<file path="config.mk">
export PLATFORM = sky130hd
export DESIGN_NAME = puregp_timing
export DESIGN_NICKNAME = d
export VERILOG_FILES = /design/src/puregp_pkg.sv /design/src/puregp_timing.sv
export SDC_FILE = /design/constraint.sdc
export NUM_CORES = 1
export LEC_CHECK = 0
export BUFFER_PORTS_ARGS = -buffer_cell sky130_fd_sc_hd__buf_2
export CAP_MARGIN = 20
export CORE_MARGIN = 4
export CORE_UTILIZATION = 25
export CTS_CLUSTER_DIAMETER = 80
export DETAILED_ROUTE_END_ITERATION = 10
export GPL_ROUTABILITY_DRIVEN = 0
export GPL_TIMING_DRIVEN = 0
export PLACE_DENSITY = 0.39
export SYNTH_ARGS = -nofsm -noshare
export SYNTH_HDL_FRONTEND = slang
export SYNTH_SLANG_ARGS = --single-unit
export TNS_END_PERCENT = 5
</file>
<file path="constraint.sdc">
create_clock -name clk_i -period 3.3 [get_ports clk_i]
set_input_delay 0.66 -clock clk_i [delete_from_list [all_inputs] [get_ports clk_i]]
set_output_delay 0.66 -clock clk_i [all_outputs]
set_load 0.02 [all_outputs]
</file>
<file path="src/puregp_pkg.sv">
`default_nettype none
package puregp_pkg;
  localparam logic [1:0] FUNC_READ  = 2'd0;
  localparam logic [1:0] FUNC_WRITE = 2'd1;
  localparam logic [1:0] FUNC_TICK  = 2'd2;
  localparam logic [1:0] FUNC_ACK   = 2'd3;

  localparam logic [2:0] REG_CTRL   = 3'd0;
  localparam logic [2:0] REG_MASK   = 3'd1;
  localparam logic [2:0] REG_STATUS = 3'd2;
  localparam logic [2:0] REG_OADDR  = 3'd3;
  localparam logic [2:0] REG_ODATA  = 3'd4;
  localparam logic [2:0] REG_SCROLL = 3'd5;
  localparam logic [2:0] REG_ADDR   = 3'd6;
  localparam logic [2:0] REG_DATA   = 3'd7;

  localparam logic [15:0] STARTUP_DEFAULT = 16'd29658;
  localparam logic [8:0]  DOTS_LAST   = 9'd340;
  localparam logic [8:0]  LINES_LAST  = 9'd261;
  localparam logic [8:0]  VBLANK_LINE = 9'd241;
  localparam logic [8:0]  PRE_LINE    = 9'd261;
  localparam logic [8:0]  RELOAD_DOT  = 9'd304;
  localparam logic [8:0]  SKIP_DOT    = 9'd339;

  typedef struct packed {
    logic [1:0] func;
    logic [2:0] register_select;
    logic [7:0] write_data;
    logic [7:0] pattern_data;
    logic [1:0] nametable_mirroring;
  } req_t;

  typedef struct packed {
    logic [7:0]  read_data;
    logic        nmi_request;
    logic [14:0] vram_address;
    logic [8:0]  scanline;
    logic [8:0]  dot;
    logic        parity;
  } rsp_t;

  // memory port request from sequencer to store
  typedef struct packed {
    logic       oam_we;
    logic [7:0] sprite_addr;
    logic       nt_we;
    logic [10:0] nt_addr;
    logic       pal_we;
    logic [4:0] pal_addr;
    logic [7:0] wdata;
  } memreq_t;

  function automatic logic [4:0] pal_index(input logic [14:0] a);
    logic [4:0] i;
    i = a[4:0];
    if (i[1:0] == 2'b00) i[4] = 1'b0;
    return i;
  endfunction

  function automatic logic [10:0] nt_index(input logic [14:0] a, input logic [1:0] mir);
    logic tbl;
    case (mir)
      2'd0: tbl = 1'b0;
      2'd1: tbl = 1'b1;
      2'd2: tbl = a[10];
      default: tbl = a[11];
    endcase
    return {tbl, a[9:0]};
  endfunction
endpackage
`default_nettype wire

</file>
<file path="src/puregp_timing.sv">
`default_nettype none
module puregp_timing (
  input  wire logic       clk_i,
  input  wire logic       rst_ni,
  input  wire logic       step_i,
  input  wire logic       rendering_i,
  output logic [8:0]      dot_o,
  output logic [8:0]      line_o,
  output logic            odd_o,
  output logic            vset_o,
  output logic            vclr_o,
  output logic            reload_o
);
  import puregp_pkg::*;
  logic [8:0] dot_q, dot_d, line_q, line_d;
  logic odd_q, odd_d;

  // one dot per step; the sequencer issues three steps per CPU tick
  always_comb begin
    dot_d = dot_q; line_d = line_q; odd_d = odd_q;
    if (rendering_i && odd_q && line_q == PRE_LINE && dot_q == SKIP_DOT) begin
      dot_d = '0; line_d = '0; odd_d = ~odd_q;
    end else if (dot_q == DOTS_LAST) begin
      dot_d = '0;
      if (line_q == LINES_LAST) begin
        line_d = '0; odd_d = ~odd_q;
      end else begin
        line_d = line_q + 9'd1;
      end
    end else begin
      dot_d = dot_q + 9'd1;
    end
  end

  always_comb begin
    vset_o = line_d == VBLANK_LINE && dot_d == 9'd1;
    vclr_o = line_d == PRE_LINE && dot_d == 9'd1;
    reload_o = rendering_i && line_d == PRE_LINE && dot_d == RELOAD_DOT;
  end

  always_ff @(posedge clk_i or negedge rst_ni) begin
    if (!rst_ni) begin
      dot_q <= '0; line_q <= '0; odd_q <= 1'b0;
    end else if (step_i) begin
      dot_q <= dot_d; line_q <= line_d; odd_q <= odd_d;
    end
  end
  assign dot_o = dot_q;
  assign line_o = line_q;
  assign odd_o = odd_q;
endmodule
`default_nettype wire

</file>
# After elaboration in Yosys (flattened, before gate mapping)
# Index checks and enable logic that the tools add are counted.
# totals
register_bits,19
in_bits,4
out_inout_bits,22
elab_cells,31
# op_classes
addsub,2
eq_ne,7
muxes,8
bitwise_logic,1
reduce_logical,10
# op_table
operator,count
$eq A9 B9 Y1 const B,5
$mux W9,5
$add A9 B1 Y9 const B,2
$eq A9 B1 Y1 const B,1
$eq A9 B8 Y1 const B,1
$logic_and A1 B1 Y1,7
$reduce_bool A2 Y1,2
$mux W1,3
$reduce_and A3 Y1,1
$not A1 Y1,1

# Logic depth before layout (Yosys ltp)
# depth
depth_word,7
ltp_mapped,7
ltp_nobuf,7

# Least setup slack after synthesis
# Ideal clock, no wire load.
# synth_path
path_type,register -> output
start,"register dot_q[0], in the netlist dot_o[0]"
end,output reload_o
arrival_time_ns,2.584
required_time_ns,2.640
path_slack_ns,0.056
stages_incl_launch_ff,8
n_path_buf,0
path_cell_list,dfrtp_1 > inv_1 > ha_1 > nand4b_4 > or3_2 > xnor2_1 > a211o_1 > nor4_1
# synth_between
elab_chain_cells,6
elab_cells_between_ends,12
cone_classes,add/sub: 1; eq/ne: 4; mux: 4; reduce/logical: 3
# synth_rtl
item,line_no,source
start: declaration,puregp_timing.sv:15,"logic [8:0] dot_q, dot_d, line_q, line_d;"
start signal: assignment,puregp_timing.sv:43,dot_q <= '0; line_q <= '0; odd_q <= 1'b0;
start signal: assignment,puregp_timing.sv:45,dot_q <= dot_d; line_q <= line_d; odd_q <= odd_d;
"parallel branches: the longest is 5 deep, another holds $add A9 B1 Y9",--,
$logic_and A1 B1 Y1 (*),puregp_timing.sv:38,reload_o = rendering_i && line_d == PRE_LINE && dot_d == RELOAD_DOT;
end: declaration,puregp_timing.sv:12,output logic reload_o
# Every way passes the cells marked *.

# Worst setup path after layout
# layout_path
start,"register dot_q[1], in the netlist dot_o[1]"
end,output vclr_o
# layout_between
elab_chain_cells,5
elab_cells_between_ends,11
cone_classes,add/sub: 1; eq/ne: 4; mux: 4; reduce/logical: 2
# layout_rtl
item,line_no,source
$add A9 B1 Y9 (tied with other cells),puregp_timing.sv:31,dot_d = dot_q + 9'd1;
$mux W9 / $logic_and A1 B1 Y1 (equally long branches),"puregp_timing.sv:23, puregp_timing.sv:21",
$mux W9,puregp_timing.sv:21,if (rendering_i && odd_q && line_q == PRE_LINE && dot_q == SKIP_DOT) begin
$eq A9 B1 Y1 / $eq A9 B9 Y1 (equally long branches),puregp_timing.sv:37,vclr_o = line_d == PRE_LINE && dot_d == 9'd1;
$logic_and A1 B1 Y1 (*),puregp_timing.sv:37,
end: declaration,puregp_timing.sv:11,"output logic vclr_o,"
# Every way passes the cells marked *; elsewhere a longest branch is shown, timed or not.

==> results.cfg <==
[outcome]
status = completed

[clock_network]
path_clk_slew_ns = 0.08
cts_tree = built
numCtsBuffers = 3
clk_latency_ns = 0.26
cts_max_level = 1
clockBufferDepth = 2
clkSinkCount = 19
root_buffer = clkbuf_8

[critical_path]
required_ns = 2.64
worstSetupEndpointType = output pin
slowest_delay_ns = 0.41
cp_cell_sequence = inv_2 > ha_4 > nand4b_4 > or2_4 > or3b_1 > a211o_1 > nor4_2 > buf_2
crit_slowest_cell = dfrtp_2
r2r_end = line_o[3]$_DFFE_PN0P_
cp.arrival_ns = 2.56
reg2reg_slack_ns = 1.18
endpoint = vclr_o
worstRegToRegCells = 6
timing.rr.start = dot_o[2]$_DFFE_PN0P_
worstSetupPathType = reg -> out
crit_start = dot_o[1]$_DFFE_PN0P_
cp_max_fo = 5
critical_path_depth = 8
startpoint_type = flip-flop
worst-path-buf-inv = 2
cp_top_family = simple AND/OR/NAND/NOR gates

[yosys]
yosysSeqAreaShare_pct = 33.4
yosysWarnings = 0
syn-num-nets = 164
synth_edf_count = 0
synth_ff_type = dfrtp_1
synthArstFlopShare_pct = 100
synth.area.top_cells = dfrtp_1 33%, xnor2_1 6.2%, xor2_1 4.3%, nand2_1 3.7%, ha_1 3.5%
synth.top_cell.area_share_pct = 33.4
synth.lib_cells_used.distinct = 47
ys_ff_latch = 19
synthCells = 156
synth.top_cells.by_count = 19 x dfrtp_1, 14 x nand2_1, 10 x xnor2_1
yosysMostFrequentCell = dfrtp_1
syn-mean-instance-area_um2 = 9.12
synth_top_cell_by_area = dfrtp_1
syn_area_um2 = 1420

[power]
power_density_nw_per_um2 = 474
worst_ir_drop_vdd_mv = 0.307
power_leakage_nw = 0.792

[grt]
grt-ovfl-total = 0
grt_pass1_wl_um = 6760
grt_antenna_before_repair = 0
grtUsageTotal_pct = 11.8
grt_start_max_net_pins = 20
grt_pass1_vias = 1315

[die]
die_width_um = 83.4
die-height_um = 83.4
io_pins = 26
dieArea_um2 = 6960
core_area_um2 = 5510
num_rows = 27
initial_core_util_pct = 25.8

[layout]
area_delta_synth_final_pct = 31.6
drive_above_1_share_pct = 35.9
fin_nets = 204
diodes = 0
final_cell_count_no_fill = 267

[drt]
drc = 0
drt-pass1-iter-count = 4
ant_nets = 0
num_vias = 1317
viasPerCell = 4.93
routed_wl_um = 4090
drtIter0Drc = 56
wl_per_cell_um = 15.3

[sta]
drv_slew = 0
fmax_mhz = 311
fin_crit_ns = 3.22
skew_ns = 0.00204
tns_ns = 0
hold_viol = 0
max_slew_margin_pct = 66.6
setup_violations = 0
worst_pin_slew_ns = 0.501
finalCritPeriodShare_pct = 97.4
holdWs_ns = 0.344

[placement]
hpwl_um = 2890
dpl.cell_count = 253
port_buffers = 25

[job]
max_cap_viol_count = 0

[worst_hold_path]
hp-class = in -> async
==> layout make-up <==
type / instances / area, um2
multi-input cells: 122 / 963
repair buffers: 37 / 224
plain buffers: 7 / 46.3
well taps: 72 / 90.1
clock buffers: 4 / 45.0
fillers: 602 / 3630
flip-flops and latches: 19 / 480
inverters: 6 / 22.5
==> worst reg2reg max path: cells and delay by family (launching register included) <==
family | cells | cell delay [ns]
compound gates | 2 | 0.53
buf+inv | 1 | 0.25
flops | 1 | 0.44
simple gates | 3 | 0.77
==> repair_timing <==
action / in CTS / in global routing
gates resized for setup: 5 / 18
hold buffers: 0 / 0
pin swaps: 2 / 6
buffers inserted: 0 / 12
setup endpoints to repair: 2 / 3
==> cell families after synthesis <==
family	share of synthesized area [%]
AOI/OAI and AO/OA	15.6
xor gates and xnor gates	10.5
adders and majority gates	3.52
buffers and inverters	5.36
DFF	33.4
muxes	1.41
and+or+nand+nor	30.3
==> state kept, by name (all words and copies together) (netlist names) <==
signal / cells
dot_o: 9
line_o: 9
odd_o: 1
==> worst min-delay path by stage <==
stage	to	slack, ns	cells after the start
global placement	odd_o$_DFFE_PN0P_	0.52	1
floorplan	dot_o[0]$_DFFE_PN0P_	0.36	0
finish	line_o[3]$_DFFE_PN0P_	0.34	1
CTS	line_o[3]$_DFFE_PN0P_	0.37	1
global route	line_o[3]$_DFFE_PN0P_	0.38	1
detailed placement	odd_o$_DFFE_PN0P_	0.52	1
==> placed cells by master, fill, tap and decap left out, types with 3 or more instances in the layout <==
cell type / instances
nor4_2: 3
nand2_1: 13
o2bb2ai_1: 4
inv_1: 4
nand4_1: 5
nand3_1: 8
nor2_1: 4
xnor2_1: 10
o21ai_0: 8
nand2b_1: 4
buf_2: 25
a21oi_1: 5
clkbuf_8: 4
dfrtp_1: 15
dfrtp_2: 4
a21o_1: 3
clkbuf_1: 4
xor2_1: 7
and2_1: 3
buf_4: 13
nor3_1: 6
==> metal layers <==
layer | up-vias | global-route usage [%] | wire length (um)
met1 | 623 | 16.3 | 1960
met5 | - | 0 | 0
met4 | 0 | 3.95 | 82
met3 | 10 | 2.08 | 160
met2 | 32 | 18.4 | 1890
li1 | 652 | - | -
==> per-stage QoR <==
step | utilization (%) | total power, W | cell area [um2] | worst slack (ns)
after global placement | 29.7 | 0.000664 | 1640 | 0.125
after detailed placement | 29.7 | 0.000661 | 1640 | 0.122
final | 34.0 | 0.000887 | 1870 | 0.0850
after global routing | 34.0 | 0.000954 | 1870 | -0.0259
after CTS | 30.8 | 0.000845 | 1700 | 0.0392
after floorplan | - | 0.000560 | 1420 | 0.0555
==> where the power goes <==
group | switching, W | internal, W | leakage, nW
Combinational | 0.000224 | 0.000167 | 0.541
Clock | 0.0000829 | 0.0000859 | 0.0228
Sequential | 0.0000578 | 0.000270 | 0.228
Total | 0.000364 | 0.000523 | 0.792
Note: power is estimated with default switching activity, not from simulation.
